`config.mk`:
```
export PLATFORM = sky130hd
export DESIGN_NAME = fpm_cordic_cell
export DESIGN_NICKNAME = d
export VERILOG_FILES = /design/src/design/fpm_pkg.sv /design/src/design/fpm_cordic_cell.sv
export SDC_FILE = /design/constraint.sdc
export NUM_CORES = 1
export LEC_CHECK = 0
export BUFFER_PORTS_ARGS = -buffer_cell sky130_fd_sc_hd__buf_2
export CAP_MARGIN = 20
export CORE_AREA = 2 2 187 189
export CTS_CLUSTER_SIZE = 24
export DETAILED_ROUTE_END_ITERATION = 12
export DIE_AREA = 0 0 189 191
export GPL_TIMING_DRIVEN = 0
export PLACE_DENSITY = 0.48
export SETUP_SLACK_MARGIN = 0.2
export SYNTH_ARGS = -nofsm -noshare
export SYNTH_HDL_FRONTEND = slang
export SYNTH_SLANG_ARGS = --single-unit
```
`constraint.sdc`:
```
create_clock -name clk -period 0.93 [get_ports clk]
set_input_delay 0.0465 -clock clk [delete_from_list [all_inputs] [get_ports clk]]
set_output_delay 0.0465 -clock clk [all_outputs]
set_load 0.03 [all_outputs]
```
`src/design/fpm_pkg.sv`:
```
// Shared types and constants for the fisheye pixel mapping pipeline.
// Holds the CORDIC angle table, fixed-point limits and register indexes.
// No dependencies.
package fpm_pkg;

    localparam int CORDIC_STEPS = 28;
    localparam int DW           = 34;
    localparam int RAD_W        = 19;
    localparam int DIV_R_BITS   = 18;
    localparam int NORM_BITS    = 16;
    localparam int PIX_BITS     = 13;

    typedef logic signed [DW-1:0]    cv_t;
    typedef logic signed [RAD_W-1:0] rad_t;

    localparam cv_t HALF_TURN    = 34'sd1073741824;
    localparam cv_t QUARTER_TURN = 34'sd536870912;
    localparam cv_t CORDIC_GAIN  = 34'sd652032874;

    localparam logic [31:0] PI_Q29 = 32'd1686629713;

    localparam rad_t R_MAX   = 19'sd262143;
    localparam rad_t R_MIN   = -19'sd262144;
    localparam rad_t ONE_Q16 = 19'sd65536;

    localparam int ATAN_TAB [CORDIC_STEPS] = '{
        268435456, 158466703, 83729453, 42502378, 21333666, 10677233, 5339919,
        2670123, 1335082, 667543, 333772, 166886, 83443, 41722, 20861, 10430,
        5215, 2608, 1304, 652, 326, 163, 81, 41, 20, 10, 5, 3
    };

    localparam logic [2:0] CFG_CENTER_X      = 3'd0;
    localparam logic [2:0] CFG_CENTER_Y      = 3'd1;
    localparam logic [2:0] CFG_CIRCLE_RADIUS = 3'd2;
    localparam logic [2:0] CFG_IMAGE_WIDTH   = 3'd3;
    localparam logic [2:0] CFG_IMAGE_HEIGHT  = 3'd4;
    localparam logic [2:0] CFG_HALF_FOV      = 3'd5;
    localparam logic [2:0] CFG_LENS_POLY_ON  = 3'd6;
    localparam logic [2:0] CFG_LENS_COEFFS   = 3'd7;

endpackage

```
`src/design/fpm_cordic_cell.sv`:
```
// One CORDIC micro-rotation stage, rotation or vectoring mode.
// Depends on fpm_pkg for the vector type and the angle table.
module fpm_cordic_cell #(
    parameter int STEP   = 0,
    parameter bit VECTOR = 1'b0,
    parameter int SIDE_W = 1
) (
    input  logic              clk,
    input  logic              rst_n,
    input  logic              en,
    input  logic              in_valid,
    input  fpm_pkg::cv_t      x_in,
    input  fpm_pkg::cv_t      y_in,
    input  fpm_pkg::cv_t      z_in,
    input  logic [SIDE_W-1:0] side_in,
    output logic              out_valid,
    output fpm_pkg::cv_t      x_out,
    output fpm_pkg::cv_t      y_out,
    output fpm_pkg::cv_t      z_out,
    output logic [SIDE_W-1:0] side_out
);
    import fpm_pkg::*;

    localparam cv_t ANGLE = cv_t'(ATAN_TAB[STEP]);

    cv_t  dx;
    cv_t  dy;
    logic turn_neg;

    assign dx = y_in >>> STEP;
    assign dy = x_in >>> STEP;
    // vectoring drives y toward zero, rotation drives z toward zero
    assign turn_neg = VECTOR ? ~y_in[DW-1] : z_in[DW-1];

    always_ff @(posedge clk or negedge rst_n)
    begin
        if (!rst_n)
        begin
            out_valid <= 1'b0;
        end
        else if (en)
        begin
            out_valid <= in_valid;
        end
    end

    always_ff @(posedge clk)
    begin
        if (en)
        begin
            side_out <= side_in;
            if (turn_neg)
            begin
                x_out <= x_in + dx;
                y_out <= y_in - dy;
                z_out <= z_in + ANGLE;
            end
            else
            begin
                x_out <= x_in - dx;
                y_out <= y_in + dy;
                z_out <= z_in - ANGLE;
            end
        end
    end

endmodule

```
Yosys cells after proc, flatten, opt, wreduce, memory -nomap -nowiden
Cells that the tools add are included.

Add/sub/neg operators: 5. Muxes and demuxes: 3.

Operators with widths (count): two-way mux 34 bit (3); subtractor 34 bit (2); adder 34 x 30 -> 34 bit, second input constant (1); adder 34 bit (1); subtractor 34 x 30 -> 34 bit, second input constant (1).

Register bits: 104. Input bits: 107. Output and inout port bits: 104. Logic and storage cells: 13.

Depth between registers and ports, before layout
Gate-level depths: netlist of the first run.

Word-level depth: 2. Gate-level depth with buffers: 12. Gate-level depth less buffers: 12.

Worst setup path after synthesis of the first run
No wires, ideal clock.

Path kind: input to register. Start: input port x_in[0]. End: register y_out[26] (data pin). Arrival: 2.407 ns. Setup slack: -1.745 ns. Cell stages on the path: 11. Cell sequence: ha_1 > fa_1 > nor2b_1 > o311ai_2 > a21oi_1 > o311a_1 > o2111ai_1 > a22oi_2 > a2111oi_2 > o31ai_2 > xnor2_1.

Word-level cells in the longest chain between the ends: 2. Elaborated cells on any way between the ends: 3. Those cells by class: add/sub (2); mux (1).

RTL lines: from (decl) (RTL line fpm_cordic_cell.sv:12) `input fpm_pkg::cv_t x_in,`; adder 34 bit or subtractor 34 bit (tied branches) (RTL line fpm_cordic_cell.sv:61, fpm_cordic_cell.sv:55); two-way mux 34 bit * (RTL line fpm_cordic_cell.sv:52) `if (turn_neg)`; to (signal assigned) (RTL line fpm_cordic_cell.sv:55) `y_out <= y_in - dy;`; to (signal assigned) (RTL line fpm_cordic_cell.sv:61) `y_out <= y_in + dy;`; to (decl) (RTL line fpm_cordic_cell.sv:18) `output fpm_pkg::cv_t y_out,`.

Mark *: on every way between the ends. The rest lies on a longest branch, timed or not. A chain may end at the register's enable or synchronous reset.

Worst setup path after layout of the first run
Start: input port y_in[0]. End: register y_out[30] (data pin).

Word-level cells in the longest chain between the ends: 2. Elaborated cells on any way between the ends: 3. Those cells by class: add/sub (2); mux (1).

RTL lines: from (decl) (RTL line fpm_cordic_cell.sv:13) `input fpm_pkg::cv_t y_in,`; adder 34 bit or subtractor 34 bit (tied branches) (RTL line fpm_cordic_cell.sv:61, fpm_cordic_cell.sv:55); two-way mux 34 bit * (RTL line fpm_cordic_cell.sv:52).

Marks and branches as above.

==> flow_summary.toml, run 1 <==
[cells_and_area]
fin_cells = 1801
n_antenna_cell = 0
fillers = 3361
ff_latch_area_um2 = 3090
fin_nets = 1555
multi_input_area_um2 = 6860
synthToLayoutAreaGrowth_pct = 61.5
utilization_pct = 43.0
drive_above_1_share_pct = 43.4

[clock_tree]
cts_buffer_depth = 2
cts.htree.levels = 3
cts_buffers = 9
path_clk_slew_ps = 90
cts_root_buf = "clkbuf_16"
insertion_delay_ps = 370
clock-sinks = 103
cts_tree = "built"

[route]
ant_nets = 0
drt_iter0_drc = 620
drc = 0
drt-pass1-iter-count = 5
wl_per_cell_um = 20.6
vias_per_cell = 5.08
routed_wl_um = 37100
vias = 9144

[floorplan]
io_pins = 211
die_h_um = 191
initial_core_util_pct = 26.6
fp.dieW_um = 189
fp.dieArea_um2 = 36100
floorplan.rows = 68
core_area_um2 = 34100

[sta]
skew_ps = 0
max-slew-margin-rel_pct = 40.3
finalSetupTns_ps = -78120
finalCriticalPeriod_ps = 2600
finalHoldViolations = 0
whs_ps = 75.9
worst_pin_slew_ps = 896
rsz0062_at_grt = "yes"
worst_slack_ps = -1670
min_period_over_period_pct = 280
setup_viol = 171
max_freq_mhz = 385
final_max_slew_viol_count = 0

[outcome]
status = "finished, violations left"
violations = "setup timing"

[placement]
pre_cts_slack_ps = -2460
place_inst = 1662
port_buffers = 209
place_congestion = 0.912
hpwl_um = 27500

[power]
internal_power_w = 0.0126
cellPowerDensity_nw_per_um2 = 1420
p_seq_share_pct = 30.3
p_sw_w = 0.00822
power_frac_comb_pct = 48.9
vdd_drop_max_mv = 1.13
p_sw_share_pct = 39.5
leakagePower_nw = 6.06
clockPowerShare_pct = 20.8

[logic_synthesis]
synth.avg_cell_area_um2 = 9.10
async_reset_ff_share_pct = 0.971
yosysMostFrequentCell = "a21oi_1"
synth_nets = 1211
seq_area_frac_synth_pct = 34.0
netlist_top_cells_count = "122 x a21oi_1, 103 x ha_1, 102 x edfxtp_1"
synthCells = 997
ys_types = 76
ys_seq_elements = 103
yosysWarnings = 0
synth_top_area_share_pct = 33.7
yosysTopAreaCell = "edfxtp_1"
netlist_area_um2 = 9080
synth_edf_count = 102
ys_top_cells_by_area = "edfxtp_1 34%, ha_1 14%, a21oi_1 6.7%"
synth-main-ff-cell = "edfxtp_1"

[worst_setup_path]
crit_family = "compound AO/OA/AOI/OAI gates"
path_cells = "buf_12, ha_4, fa_2, nor2b_4, o311ai_4, buf_4, nor4_2, a211o_1, a311o_1, a21o_1, a21boi_2, o22a_1, xnor2_1"
cp_num_buf_inv = 2
worstPathRequired_ps = 1050
critPathSlowestCell = "a311o_1"
criticalPathCategory = "in -> reg"
cp.arrival_ps = 2720
start_kind = "primary input"
worstSetupEndpointType = "register"
crit_path_max_fanout = 3
max_stage_delay_ps = 390

[global_routing]
grt_pass1_vias = 9118
grt_max_degree = 66
antenna_found_initial = 0
grtUsageTotal_pct = 20.0
gr-total-overflow = 0
grt_pass1_wl_um = 55200

[run]
cap_viol_max_count = 0

[worst_hold_path]
holdCritPathClass = "in -> reg"
-- power by group through the flow --
stage	registers [W]	logic [W]	clock network (W)
final	0.00631	0.0102	0.00433
after global routing	0.00637	0.0108	0.00455
after CTS	0.00632	0.00948	0.00445
after detailed placement	0.00625	0.00745	0
after global placement	0.00626	0.00746	0
after floorplan	0.00763	0.00360	0
-- worst paths after layout --
| check | slack, ps | cells past startpoint | endpoint | start |
|---|---|---|---|---|
| hold / removal | 80 | 1 | y_out[18] | en |
| max in group asynchronous | 310 | 3 | out_valid | rst_n |
| min in group asynchronous | 500 | 3 | out_valid | rst_n |
| setup reg to reg | 160 | 1 | out_valid | out_valid |
| hold reg to reg | 530 | 1 | out_valid | out_valid |
| setup / recovery | -1670 | 13 | y_out[30] | y_in[0] |
-- logic make-up (layout without fill, tap and decap cells) --
| kind of cell | count (synthesis) | in the layout | synth area share, % |
|---|---|---|---|
| and+or+nand+nor | 227 | 227 | 12.2 |
| AOI/OAI and AO/OA | 325 | 325 | 23.2 |
| adders and majority gates | 107 | 107 | 15.1 |
| buffers and inverters | 144 | 493 | 6.38 |
| xor gates and xnor gates | 69 | 69 | 6.66 |
| muxes | 22 | 22 | 2.44 |
| DFF | 103 | 103 | 34.0 |
-- sequential cells by signal, summed over array words and instances (netlist names) --
register / count
side_out: 1
out_valid: 1
z_out: 34
y_out: 33
x_out: 34
-- placed cells by master (no fill, tap or decap), types with 9 or more instances in the layout --
cell	netlist	routed
o21ai_0	46	17
nand2b_1	11	11
buf_6	0	150
nor2_1	75	65
xor2_1	12	10
nor3_1	26	22
a21oi_1	122	78
o21a_1	13	11
ha_1	103	80
dlygate4sd3_1	0	33
edfxtp_1	102	102
o21bai_1	22	20
a21oi_4	0	12
inv_1	94	80
o21ai_1	4	17
inv_2	6	9
nand2_1	41	36
clkbuf_16	0	11
nand4_1	13	13
o21ai_2	2	15
ha_4	0	22
xnor2_1	57	44
a21oi_2	1	33
buf_4	5	65
a21o_1	25	25
mux2i_1	21	10
buf_2	16	93
xnor2_2	0	13
-- final cells by class --
cell class	instances	share of cell area [%]
tap	455	3.88
sequential	103	21.1
clock buffer	9	1.54
inverter	103	3.08
timing repair buffer	333	20.4
clock inverter	7	0.657
multi-input combinational	750	46.8
buffer	41	2.58
-- metal layers --
metal	GRT usage, %	up-vias	routed length, µm
met1	27.2	4463	16900
met2	32.2	337	17500
met3	3.58	43	2020
met5	0	-	0
met4	6.49	0	707
li1	-	4301	-
-- per-stage QoR --
step	total power (W)	instance area, µm²
2_1_floorplan	0.0112	9600
3_3_place_gp	0.0137	11200
3_5_place_dp	0.0137	11200
4_1_cts	0.0203	14000
5_1_grt	0.0217	14700
6_report	0.0208	14700
-- repair_timing --
action | CTS | global route
hold buffers | 33 | 0
resized for setup | 432 | 91
buffers inserted | 53 | 35
gates cloned | 0 | 2
endpoints found under the hold margin | 32 | 0
pin swaps | 109 | 68
endpoints found under the setup margin | 241 | 177
(Power assumes the default switching activity.)
==> run 2, diff against run 1 <==
Settings changed: GPL_TIMING_DRIVEN 0 to 1.
==> flow_summary.toml, run 2 (same netlist as run 1, synthesis figures left out) <==
[power]
vdd_drop_max_mv = 0.852
power.total_w = 0.0222
cellPowerDensity_nw_per_um2 = 1300
leakagePower_nw = 7.63

[sta]
min_period_over_period_pct = 266
setup_viol = 157
skew_ps = 0
finalCriticalPeriod_ps = 2470
worst_slack_ps = -1540
max_freq_mhz = 404
rsz0062_at_grt = "yes"
max-slew-margin-rel_pct = 55.0
worst_pin_slew_ps = 667
finalSetupTns_ps = -74070
whs_ps = 78.5
final_max_slew_viol_count = 0
finalHoldViolations = 0

[worst_setup_path]
worstReg2RegStart = "out_valid"
worstSetupEndpointType = "register"
reg2reg_to = "out_valid"
path_cells = "buf_12, ha_4, fa_2, nor2b_4, o311ai_4, buf_4, nor4_2, a211o_1, a311o_1, a21o_1, a21boi_2, o32ai_1, xnor2_1"
max_stage_delay_ps = 350
worstPathRequired_ps = 1040
cp_num_buf_inv = 2
crit_family = "compound AO/OA/AOI/OAI gates"
criticalPathCategory = "in -> reg"
cp-startpoint = "x_in[0]"
worstSetupPathDepth = 13
cp.arrival_ps = 2580
setup.worst_path.end = "x_out[30]"
worstRegToRegCells = 1
start_kind = "primary input"
r2r_slack_ps = 150
critPathSlowestCell = "fa_2"
crit_path_max_fanout = 3

[clock_tree]
cts.htree.levels = 3
cts_buffer_depth = 2
insertion_delay_ps = 360
path_clk_slew_ps = 80
cts_root_buf = "clkbuf_16"
cts_buffers = 9
clock-sinks = 103
cts_tree = "built"

[route]
wl_per_cell_um = 17.5
vias_per_cell = 4.73
vias = 9981
drt-pass1-iter-count = 5
ant_nets = 0
drt_iter0_drc = 515
routed_wl_um = 37000
drc = 0

[outcome]
status = "finished, violations left"
violations = "setup timing"

[placement]
place_congestion = 0.914
port_buffers = 210
hpwl_um = 29700
place_inst = 2009

[floorplan]
die_h_um = 191
core_area_um2 = 34100
fp.dieW_um = 189
io_pins = 211
floorplan.rows = 68
initial_core_util_pct = 26.6
fp.dieArea_um2 = 36100

[cells_and_area]
drive_above_1_share_pct = 54.9
n_antenna_cell = 0
fin_cells = 2112
reg_top3 = "x_out (34), z_out (34), y_out (33)"
layout_commonest_cell = "buf_4"
utilization_pct = 50.1
layout_common_cells = "391 x buf_4, 150 x buf_6, 102 x edfxtp_1"
fin_nets = 1866
synthToLayoutAreaGrowth_pct = 88.1
fillers = 3211

[global_routing]
grt_pass1_vias = 10100
grtUsageTotal_pct = 20.1
grt_max_degree = 23
grt_pass1_wl_um = 56100
gr-total-overflow = 0
antenna_found_initial = 0

[run]
cap_viol_max_count = 0

[worst_hold_path]
hold_depth = 3
holdCritPathClass = "in -> reg"
run 2: changes by cell type in the layout (fill, tap and decap cells not counted), sizes merged:
cell,before,now
buf,321,652
clkbuf,28,10
clkinvlp,4,2
inv,101,103
clkdlybuf4s15,1,0
dlygate4sd3,33,32
run 2: through the flow:
step	setup slack, ps	instance area, µm²
3_3_place_gp	-2120	14000
5_1_grt	-1630	17100
4_1_cts	-1540	16400
2_1_floorplan	-1580	9600
3_5_place_dp	-2080	14000
6_report	-1540	17100
run 2: what timing repair did:
action                     CTS  global route
setup buffers               32            22
gates resized for setup    409           104
hold buffers                32             0
gates cloned                 1             0
hold endpoints to repair    31             0
setup endpoints to repair  175           175
pin swaps                  119            94
run 2: worst min path at each step:
stage / start / end / slack, ps
floorplan: rst_n / out_valid / -250
global placement: rst_n / out_valid / -180
detailed placement: rst_n / out_valid / -170
CTS: z_in[28] / z_out[28] / 60
global route: z_in[28] / z_out[28] / 80
finish: z_in[28] / z_out[28] / 80
run 2: report_power, final:
part	internal, W	switching [W]
clock	0.00224	0.00199
sequential	0.00600	0.000362
combinational	0.00566	0.00595
run 2: final cells by class:
cell class / count / area (µm²) / share of cell area [%]
clock inverters: 6 / 81.3 / 0.476
flip-flops and latches: 103 / 3090 / 18.1
repair inverters: 1 / 11.3 / 0.0659
clock buffers: 10 / 239 / 1.40
repair buffers: 684 / 5750 / 33.7
multi-input cells: 750 / 6900 / 40.4
well taps: 455 / 569 / 3.33
inverters: 103 / 432 / 2.53
run 2: worst min-delay path, delay by kind of cell:
| kind | cells | cell delay [ps] |
|---|---|---|
| buffers and inverters | 3 | 290 |
run 2: routing by layer:
layer / GRT usage [%] / wire, µm / vias to the layer above
met2: 34.5 / 18000 / 242
li1: - / - / 4912
met5: 0 / 0 / -
met1: 27.0 / 16900 / 4796
met4: 4.96 / 605 / 0
met3: 2.11 / 1490 / 31
