### config.mk
export PLATFORM = sky130hd
export DESIGN_NAME = fpm_div_cell
export DESIGN_NICKNAME = d
export VERILOG_FILES = /design/src/design/fpm_div_cell.sv
export SDC_FILE = /design/constraint.sdc
export NUM_CORES = 1
export LEC_CHECK = 0
export BUFFER_PORTS_ARGS = -buffer_cell sky130_fd_sc_hd__buf_2
export CORE_ASPECT_RATIO = 1.25
export CORE_MARGIN = 2
export CORE_UTILIZATION = 25
export DETAILED_ROUTE_END_ITERATION = 8
export GPL_TIMING_DRIVEN = 1
export PLACE_DENSITY = 0.48
export SYNTH_ARGS = -nofsm -noshare
export SYNTH_HDL_FRONTEND = slang
export SYNTH_SLANG_ARGS = --single-unit
export TNS_END_PERCENT = 1
### constraint.sdc
create_clock -name clk -period 1 [get_ports clk]
set_clock_uncertainty 0.05 [all_clocks]
set_input_delay 0.15 -clock clk [delete_from_list [all_inputs] [get_ports clk]]
set_output_delay 0.15 -clock clk [all_outputs]
set_load 0.01 [all_outputs]
### src/design/fpm_div_cell.sv
// One restoring division stage: settles a single quotient bit.
// No package dependency; the divisor is held steady by the caller.
module fpm_div_cell #(
    parameter int RW     = 34,
    parameter int DENW   = 16,
    parameter int QW     = 16,
    parameter int BIT    = 0,
    parameter int SIDE_W = 1
) (
    input  logic              clk,
    input  logic              rst_n,
    input  logic              en,
    input  logic              in_valid,
    input  logic [DENW-1:0]   den,
    input  logic [RW-1:0]     rem_in,
    input  logic [QW-1:0]     q_in,
    input  logic [SIDE_W-1:0] side_in,
    output logic              out_valid,
    output logic [RW-1:0]     rem_out,
    output logic [QW-1:0]     q_out,
    output logic [SIDE_W-1:0] side_out
);
    logic [RW-1:0] trial;
    logic          ge;

    assign trial = RW'(den) << BIT;
    assign ge    = rem_in >= trial;

    always_ff @(posedge clk or negedge rst_n)
    begin
        if (!rst_n)
        begin
            out_valid <= 1'b0;
        end
        else if (en)
        begin
            out_valid <= in_valid;
        end
    end

    always_ff @(posedge clk)
    begin
        if (en)
        begin
            side_out <= side_in;
            rem_out  <= ge ? rem_in - trial : rem_in;
            q_out    <= q_in | (QW'(ge) << BIT);
        end
    end

endmodule

-- Word level (Yosys, flattened, before mapping)
Cells that the tools add are included.
- word-level logic and storage cells: 8
- input bits: 71
- output and inout bits: 52
- register bits: 52
- muxes and demuxes: 1
- bitwise operators: 1
- add/sub/neg operators: 1
- order comparisons: 1
- operator list (operator ; count):
    >= comparator 34 x 16 -> 1 bit ; 1
    2-to-1 mux 34 bit ; 1
    subtractor 34 x 16 -> 34 bit ; 1
    OR 16 x 1 -> 16 bit ; 1

-- Depth between registers and ports, before layout
Gate-level depths: netlist (run 1).
- word-level depth: 2
- mapped depth: 11

-- Least setup slack after synthesis (run 1)
No wires, ideal clock.
- path kind: in2reg
- start: input rem_in[0]
- end: register rem_out[20] (data pin)
- setup time: 0.258 ns
- stages on the path: 10
- path buffers: 0
- arrival: 2.387 ns
- setup slack: -1.695 ns
- cells stage by stage: inv_1 > ha_1 > fa_1 > nor2b_1 > o2111ai_1 > a21boi_0 > a311o_1 > o21bai_1 > or4b_1 > xnor2_1
- cells in the longest elaborated chain, start to end: 2
- elaborated cells on any way between the ends: 3
- classes of those cells: add/sub (1); order compare (1); mux (1)
- RTL lines (what ; RTL line ; RTL):
    from (decl) ; 15 ; input logic [RW-1:0] rem_in,
    subtractor 34 x 16 -> 34 bit or >= comparator 34 x 16 -> 1 bit (tied branches) ; 46, 27 ;
    2-to-1 mux 34 bit * ; 46 ; rem_out <= ge ? rem_in - trial : rem_in;
    to (signal assigned) ; 46 ;
    to (decl) ; 19 ; output logic [RW-1:0] rem_out,
Mark *: on every way between the ends. The rest lies on a longest branch, timed or not.
A chain may end at the register's enable or synchronous reset.

-- Worst setup path after layout (run 1)
- start: input rem_in[15]
- end: register rem_out[20] (data pin)
The elaborated chain is that of the path after synthesis.

==> results.sh, run 1 <==
export IMPL_status="finished, violations left"
export IMPL_violations="setup timing"
export IMPL_slew_viol_final=0
export IMPL_viasPerCell=4.39
export IMPL_ys_ff_latch=52
export IMPL_holdWs_ns=0.0368
export IMPL_fin_area_mm2=0.00514
export IMPL_dp_hpwl_um=7260
export IMPL_synth_area_leader_cell="edfxtp_1"
export IMPL_drive_gt1_share_pct=53.3
export IMPL_die_h_um=128
export IMPL_setup_ws_ns=-1.31
export IMPL_crit_path_end_kind="register"
export IMPL_cts_buffers=5
export IMPL_grt_setup_unrepaired="true"
export IMPL_path_max_fanout=5
export IMPL_drc=0
export IMPL_wirelength_um=9180
export IMPL_ys_types=48
export IMPL_combPwrFrac_pct=27.7
export IMPL_yosysMostFrequentCell="edfxtp_1"
export IMPL_core_mm2=0.0120
export IMPL_ys_warn_count=0
export IMPL_cp_start_kind="primary input"
export IMPL_ant_nets=0
export IMPL_pre_cts_ws_ns=-1.71
export IMPL_crit_family="simple AND/OR/NAND/NOR gates"
export IMPL_syn_area_per_cell_um2=10.8
export IMPL_crit_chain="buf_2 > ha_4 > and4_4 > nand3_2 > or4_4 > o21ai_4 > o21bai_1 > or4b_4 > xnor2_1"
export IMPL_syn_inst=284
export IMPL_hp_class="primary input to register"
export IMPL_slew_headroom_pct=72.8
export IMPL_synth_ff_type="edfxtp_1"
export IMPL_grt_use_total_pct=13.7
export IMPL_area_growth_pct=67.9
export IMPL_static_leakage_power_nw=2.21
export IMPL_cp_slowest_cell="or4b_4"
export IMPL_instances_no_fill=663
export IMPL_h_tree_depth=2
export IMPL_p_sw_share_pct=27.1
export IMPL_worst_pin_slew_ns=0.404
export IMPL_synthesis_area_mm2=0.00306
export IMPL_max_stage_delay_ns=0.52
export IMPL_insertion_delay_ns=0.29
export IMPL_dieArea_mm2=0.0131
export IMPL_crit_type="primary input to register"
export IMPL_intPower_mw=4.77
export IMPL_row_count=45
export IMPL_critPathBufInv=1
export IMPL_first_pass_iters=4
export IMPL_grt_overflow_total=0
export IMPL_clockBufferDepth=2
export IMPL_clock_fmax_mhz=433
export IMPL_yosys_top_cells_area="edfxtp_1 (50%), ha_1 (6.5%), xor2_1 (5.7%), nand2_1 (3.7%), o21ai_0 (3.4%)"
export IMPL_initial_core_util_pct=25.4
export IMPL_synth_nets=372
export IMPL_synth_commonest_cells="edfxtp_1 (51), nand2_1 (30), o21ai_0 (21)"
export IMPL_die_x_um=103
export IMPL_hold_viol=0
export IMPL_synth_top_cell_area_share_pct=50.1
export IMPL_vias=2909
export IMPL_finalCriticalPeriod_ns=2.31
export IMPL_io_buffer_count=122
export IMPL_cap_violations=0
export IMPL_cts_clk_slew_worst_paths_ns=0.07
export IMPL_placed_area_mm2=0.00457
export IMPL_grt_pass1_vias=3010
export IMPL_diodes=0
export IMPL_drt_iter0_markers=76
export IMPL_place_congestion=0.844
export IMPL_cts_sinks=52
export IMPL_cts_root_buf="clkbuf_16"
export IMPL_p_per_area_mw_per_mm2=1270
export IMPL_synth_edff_count=51
export IMPL_antenna_found_initial=0
export IMPL_switchingPower_mw=1.77
export IMPL_p_total_mw=6.54
export IMPL_finalSetupViolations=55
export IMPL_grt_max_degree=36
export IMPL_seq_power_share_pct=41.7
export IMPL_ys_seq_area_share_pct=50.9
export IMPL_io_pins=123
export IMPL_drt_wirelength_per_cell_um=13.8
export IMPL_cts_tree="done"
export IMPL_period_share_pct=231
export IMPL_clockPowerShare_pct=30.6
export IMPL_crit_arrival_ns=2.31
export IMPL_nets=586
export IMPL_ir_drop_mv=0.595
export IMPL_place_inst=638
export IMPL_async_reset_ff_share_pct=1.92
export IMPL_critPathRequiredTime_ns=1.00
export IMPL_fillCellCount=1210
export IMPL_grt_pass1_wl_um=14000
## state kept, by name, indices dropped and copies added (netlist names)
register	count
out_valid	1
q_out	16
rem_out	34
side_out	1
## power groups by stage
stage               sequential [mW]  clock [mW]  combinational [mW]
finish                         2.73        2.00                1.81
global route                   2.75        2.10                2.00
CTS                            2.73        2.06                1.77
detailed placement             2.78           0                1.66
global placement               2.78           0                1.65
floorplan                      2.92           0               0.618
## cell families (layout without fill, tap and decap cells)
family                     after synthesis  after routing  share of synthesized area (%)
xor gates and xnor gates                30             30                           8.59
and+or+nand+nor                         95             95                           16.5
AOI/OAI and AO/OA                       62             62                           12.9
buffers and inverters                   27            242                           3.56
DFF                                     52             52                           50.9
adders and majority gates               17             17                           7.20
muxes                                    1              1                          0.368
## layout make-up
| class | count | area [µm²] | area share (%) |
|---|---|---|---|
| flip-flops and latches | 52 | 1560 | 30.3 |
| repair buffers | 215 | 1430 | 27.9 |
| clock buffers | 5 | 125 | 2.44 |
| multi-input cells | 205 | 1700 | 33.0 |
| inverters | 19 | 76.3 | 1.49 |
| clock inverters | 3 | 42.5 | 0.828 |
| well taps | 164 | 205 | 3.99 |
## cells in the final DEF, fill, tap and decap left out, types with 5 or more instances in the layout
| cell type | Yosys | routed |
|---|---|---|
| or3_1 | 10 | 9 |
| o21ai_0 | 21 | 7 |
| buf_4 | 1 | 69 |
| nor2_1 | 11 | 9 |
| ha_1 | 16 | 7 |
| o21ai_1 | 1 | 14 |
| buf_12 | 0 | 5 |
| dlygate4sd3_1 | 0 | 17 |
| xor2_1 | 20 | 20 |
| xnor2_1 | 10 | 10 |
| ha_4 | 0 | 7 |
| inv_1 | 19 | 15 |
| nor3_1 | 7 | 5 |
| nand2_2 | 0 | 8 |
| nand2_1 | 30 | 20 |
| buf_2 | 3 | 120 |
| a21oi_1 | 13 | 10 |
| nor4_2 | 0 | 6 |
| edfxtp_1 | 51 | 51 |
| clkbuf_16 | 0 | 5 |
## final timing paths
kind,slack (ns),from,endpoint,cells after the start
setup / recovery,-1.31,rem_in[15],rem_out[20],9
hold / removal,0.04,in_valid,out_valid,2
setup reg to reg,0.21,out_valid,out_valid,1
hold reg to reg,0.46,out_valid,out_valid,1
max in group asynchronous,0.71,rst_n,out_valid,2
min in group asynchronous,0.11,rst_n,out_valid,2
## per-layer routing
metal / vias to the layer above / share of wire (%) / GRT usage, %
li1: 1471 / - / -
met1: 1353 / 41 / 15.7
met2: 74 / 53 / 25.7
met3: 11 / 4.3 / 2.02
met4: 0 / 1.5 / 3.87
met5: - / 0 / 0
## through the flow
stage          TNS [ns]  util (%)
5_1_grt          -44.76      42.6
2_1_floorplan    -44.84         -
6_report         -40.06      42.6
3_3_place_gp     -56.97      37.9
3_5_place_dp     -57.59      37.9
4_1_cts          -41.29      41.8
## what timing repair did
item                                   4_1_cts  5_1_grt
buffers inserted                             0        0
hold buffers                                17        0
pin swaps                                    6       12
gates resized for setup                     28       42
setup endpoints to repair                   67       86
endpoints found under the hold margin       17        0
Note: power is estimated with default switching activity, not from simulation.
==> run 2: changes to the inputs <==
CTS_CLUSTER_SIZE = 24   (was unset)
RECOVER_POWER = 50   (was unset)
==> results.sh, run 2 (synthesis results as in run 1) <==
export IMPL_status="finished, violations left"
export IMPL_violations="setup timing"
export IMPL_hp_class="primary input to register"
export IMPL_antenna_found_initial=0
export IMPL_grt_max_degree=36
export IMPL_setup_ws_ns=-1.31
export IMPL_cts_root_buf="clkbuf_16"
export IMPL_grt_overflow_total=0
export IMPL_reg_top3="rem_out: 34 flops, q_out: 16 flops"
export IMPL_fillCellCount=1215
export IMPL_critPathRequiredTime_ns=1.00
export IMPL_drt_iter0_markers=75
export IMPL_cp_start_kind="primary input"
export IMPL_wirelength_um=9180
export IMPL_p_per_area_mw_per_mm2=1280
export IMPL_cts_clk_slew_worst_paths_ns=0.07
export IMPL_place_inst=638
export IMPL_grt_use_total_pct=13.7
export IMPL_grt_pass1_wl_um=14000
export IMPL_worst_pin_slew_ns=0.482
export IMPL_ant_nets=0
export IMPL_row_count=45
export IMPL_crit_path_end_kind="register"
export IMPL_pre_cts_ws_ns=-1.71
export IMPL_largest_reg_flops=34
export IMPL_post_route_util_pct=42.4
export IMPL_finalCriticalPeriod_ns=2.31
export IMPL_clockPowerShare_pct=30.6
export IMPL_cts_setup_buffers=0
export IMPL_p_sw_share_pct=27.1
export IMPL_area_growth_pct=67.0
export IMPL_insertion_delay_ns=0.29
export IMPL_die_x_um=103
export IMPL_holdWs_ns=0.0380
export IMPL_hold_viol=0
export IMPL_max_stage_delay_ns=0.52
export IMPL_place_congestion=0.844
export IMPL_vias=2910
export IMPL_io_buffer_count=122
export IMPL_finalSetupViolations=55
export IMPL_period_share_pct=231
export IMPL_nets=586
export IMPL_diodes=0
export IMPL_ir_drop_mv=0.595
export IMPL_dieArea_mm2=0.0131
export IMPL_cts_sinks=52
export IMPL_drc=0
export IMPL_layout_commonest_cell="buf_2"
export IMPL_initial_core_util_pct=25.4
export IMPL_cts_tree="done"
export IMPL_clockBufferDepth=2
export IMPL_dp_hpwl_um=7260
export IMPL_drt_wirelength_per_cell_um=13.8
export IMPL_static_leakage_power_nw=2.19
export IMPL_cts_buffers=5
export IMPL_crit_arrival_ns=2.31
export IMPL_crit_type="primary input to register"
export IMPL_combPwrFrac_pct=27.5
export IMPL_final_cell_mix="buf_2 (119), buf_4 (69), edfxtp_1 (51), nand2_1 (20), xor2_1 (20)"
export IMPL_seq_power_share_pct=41.9
export IMPL_top_register="rem_out"
export IMPL_switchingPower_mw=1.77
export IMPL_tns_ns=-40.06
export IMPL_cp_slowest_cell="or4b_4"
export IMPL_first_pass_iters=4
export IMPL_grt_setup_unrepaired="true"
export IMPL_grt_pass1_vias=3010
export IMPL_intPower_mw=4.76
export IMPL_viasPerCell=4.39
export IMPL_path_max_fanout=5
export IMPL_crit_chain="buf_2 > ha_4 > and4_4 > nand3_2 > or4_4 > o21ai_4 > o21bai_1 > or4b_4 > xnor2_1"
export IMPL_drive_gt1_share_pct=53.1
export IMPL_die_h_um=128
export IMPL_instances_no_fill=663
export IMPL_io_pins=123
export IMPL_cap_violations=0
export IMPL_slew_viol_final=0
export IMPL_slew_headroom_pct=67.8
export IMPL_core_mm2=0.0120
export IMPL_clock_fmax_mhz=433
export IMPL_h_tree_depth=2
## run 2: routing by layer
metal,GRT usage [%],routed length [µm],part of all wire [%],up-vias
met5,0,0,0,-
met1,15.7,3800,41,1354
met2,25.7,4850,53,74
met3,2.02,394,4.3,11
met4,3.87,136,1.5,0
li1,-,-,-,1471
## run 2: cell type report
cell class | instances | area [µm²] | share of cell area [%]
multi-input combinational | 205 | 1700 | 33.2
sequential | 52 | 1560 | 30.5
timing repair buffer | 215 | 1410 | 27.5
tap | 164 | 205 | 4.02
clock buffer | 5 | 125 | 2.45
inverter | 19 | 76.3 | 1.49
clock inverter | 3 | 42.5 | 0.833
## run 2: worst paths after layout
check	from	end	slack, ns	depth (start not counted)
max in group asynchronous	rst_n	out_valid	0.71	2
worst max-delay path	rem_in[15]	rem_out[20]	-1.31	9
worst max register to register	out_valid	out_valid	0.21	1
worst min-delay path	in_valid	out_valid	0.04	2
worst min register to register	out_valid	out_valid	0.46	1
min in group asynchronous	rst_n	out_valid	0.11	2
## run 2: critical path: cells and delay by family
family                     cells  cell delay, ns
AOI/OAI and AO/OA              2            0.29
and+or+nand+nor                4            1.29
buffers and inverters          1            0.13
xor gates and xnor gates       1            0.13
adders and majority gates      1            0.31
## run 2: timing repair
action,in CTS,in global routing
hold buffers,17,0
endpoints found under the setup margin,67,86
hold endpoints to repair,17,0
pin swaps,6,12
cloned,0,0
gates resized for setup,28,42
## run 2: metrics by stage
stage	cell area [µm²]	power, mW
floorplan	3160	3.53
global placement	4570	4.43
detailed placement	4570	4.44
CTS	5030	6.56
global route	5110	6.84
finish	5110	6.53
## run 2: power groups by stage
| stage | Clock [mW] | Sequential, mW | Combinational, mW |
|---|---|---|---|
| floorplan | 0 | 2.92 | 0.618 |
| finish | 2.00 | 2.73 | 1.80 |
| global placement | 0 | 2.78 | 1.65 |
| CTS | 2.06 | 2.73 | 1.77 |
| global route | 2.10 | 2.75 | 1.98 |
| detailed placement | 0 | 2.78 | 1.66 |
==> run 3: changes to the inputs <==
--- a/config.mk
+++ b/config.mk
@@ -13,5 +13,4 @@
 export DETAILED_ROUTE_END_ITERATION = 8
 export GPL_TIMING_DRIVEN = 1
-export PLACE_DENSITY = 0.48
 export RECOVER_POWER = 50
 export SYNTH_ARGS = -nofsm -noshare
==> constraint.sdc (replaced) <==
create_clock -name clk -period 1 [get_ports clk]
set_clock_uncertainty 0.05 [all_clocks]
set_input_delay 0.1 -clock clk [delete_from_list [all_inputs] [get_ports clk]]
set_output_delay 0.1 -clock clk [all_outputs]
set_load 0.01 [all_outputs]
==> results.sh, run 3 (synthesis results as in run 1) <==
export IMPL_final_cell_mix="buf_2 (119), buf_4 (72), edfxtp_1 (51), nand2_1 (30), xor2_1 (20)"
export IMPL_hp_class="primary input to register"
export IMPL_antenna_found_initial=0
export IMPL_max_stage_delay_ns=0.51
export IMPL_cts_tree="done"
export IMPL_area_growth_pct=65.0
export IMPL_drc=0
export IMPL_die_h_um=128
export IMPL_path_max_fanout=4
export IMPL_violations="setup timing"
export IMPL_worst_pin_slew_ns=0.588
export IMPL_vias=3017
export IMPL_viasPerCell=4.52
export IMPL_cts_buffers=5
export IMPL_drt_wirelength_per_cell_um=14.1
export IMPL_grt_setup_unrepaired="true"
export IMPL_drt_iter0_markers=145
export IMPL_clock_fmax_mhz=457
export IMPL_top_layer_used="met4"
export IMPL_ant_nets=0
export IMPL_slew_headroom_pct=60.8
export IMPL_core_mm2=0.0120
export IMPL_period_share_pct=219
export IMPL_nets=590
export IMPL_row_count=45
export IMPL_critPathBufInv=2
export IMPL_drive_gt1_share_pct=50.3
export IMPL_die_x_um=103
export IMPL_route_met3_wl_um=398
export IMPL_cap_violations=0
export IMPL_drt_met1_wl_um=3720
export IMPL_first_pass_iters=4
export IMPL_dp_hpwl_um=7000
export IMPL_clockBufferDepth=2
export IMPL_top_register="rem_out"
export IMPL_crit_chain="buf_2 > inv_1 > ha_4 > and4_4 > nand3_2 > or4_4 > o21ai_4 > o21bai_4 > or4b_4 > xnor2_1"
export IMPL_layout_commonest_cell="buf_2"
export IMPL_h_tree_depth=2
export IMPL_grt_pass1_wl_um=14300
export IMPL_crit_path_end_kind="register"
export IMPL_hold_viol=0
export IMPL_cp_slowest_cell="or4b_4"
export IMPL_slew_viol_final=0
export IMPL_io_pins=123
export IMPL_crit_type="primary input to register"
export IMPL_grt_pass1_vias=3064
export IMPL_p_per_area_mw_per_mm2=1240
export IMPL_critPathRequiredTime_ns=1.01
export IMPL_p_total_mw=6.25
export IMPL_grt_overflow_total=0
export IMPL_wirelength_um=9420
export IMPL_largest_reg_flops=34
export IMPL_diodes=0
export IMPL_tns_ns=-39.42
export IMPL_dieArea_mm2=0.0131
export IMPL_cts_root_buf="clkbuf_16"
export IMPL_setup_ws_ns=-1.19
export IMPL_finalSetupViolations=37
export IMPL_status="finished, violations left"
export IMPL_crit_arrival_ns=2.20
export IMPL_wl_met2_um=5040
export IMPL_reg_top3="rem_out: 34 flops, q_out: 16 flops"
export IMPL_insertion_delay_ns=0.29
export IMPL_grt_use_total_pct=14.0
export IMPL_cp_start_kind="primary input"
export IMPL_initial_core_util_pct=25.4
export IMPL_crit_family="simple AND/OR/NAND/NOR gates"
export IMPL_io_buffer_count=122
export IMPL_fillCellCount=1192
export IMPL_ir_drop_mv=0.738
export IMPL_grt_max_degree=29
export IMPL_place_congestion=0.813
export IMPL_finalCriticalPeriod_ns=2.19
export IMPL_static_leakage_power_nw=2.18
export IMPL_cts_clk_slew_worst_paths_ns=0.08
export IMPL_cts_sinks=52
-- run 3: cell type report --
cell class / count / area (µm²) / area share, %
Sequential cell: 52 / 1560 / 30.8
Multi-Input combinational cell: 205 / 1650 / 32.8
Clock buffer: 5 / 125 / 2.48
Tap cell: 164 / 205 / 4.07
Clock inverter: 3 / 18.8 / 0.372
Inverter: 19 / 76.3 / 1.51
Timing Repair Buffer: 219 / 1410 / 28.0
-- run 3: final timing paths --
path	startpoint	slack, ns	cells after the start	endpoint
min	q_in[0]	0.03	2	q_out[0]
max reg2reg	out_valid	0.19	1	out_valid
max in group asynchronous	rst_n	0.72	2	out_valid
max	den[15]	-1.19	10	rem_out[20]
min reg2reg	out_valid	0.48	1	out_valid
min in group asynchronous	rst_n	0.07	2	out_valid
-- run 3: report_power, final --
part / switching (mW) / total (mW) / internal [mW]
logic: 0.882 / 1.77 / 0.892
clock network: 0.816 / 1.74 / 0.926
registers: 0.0593 / 2.74 / 2.68
total: 1.76 / 6.25 / 4.50
-- run 3: routing by layer --
| metal | track usage, % | vias to the layer above |
|---|---|---|
| li1 | - | 1480 |
| met1 | 15.3 | 1438 |
| met2 | 26.3 | 81 |
| met3 | 2.13 | 18 |
| met4 | 5.57 | 0 |
| met5 | 0 | - |
-- run 3: what timing repair did --
item,4_1_cts,5_1_grt
resized for setup,31,29
endpoints found under the setup margin,38,46
hold endpoints to repair,18,0
cloned,1,1
hold buffers,18,0
setup buffers,2,0
pin swaps,12,3
-- run 3: stage by stage --
stage	cell area, µm²	util [%]	hold WS (ns)	std cells	worst slack, ns
2_1_floorplan	3160	-	-0.246	284	-1.44
3_3_place_gp	4520	37.5	-0.175	637	-1.65
3_5_place_dp	4520	37.5	-0.169	637	-1.64
4_1_cts	4960	41.2	0.0214	666	-1.19
5_1_grt	5050	41.9	0.0335	667	-1.28
6_report	5050	41.9	0.0348	667	-1.19
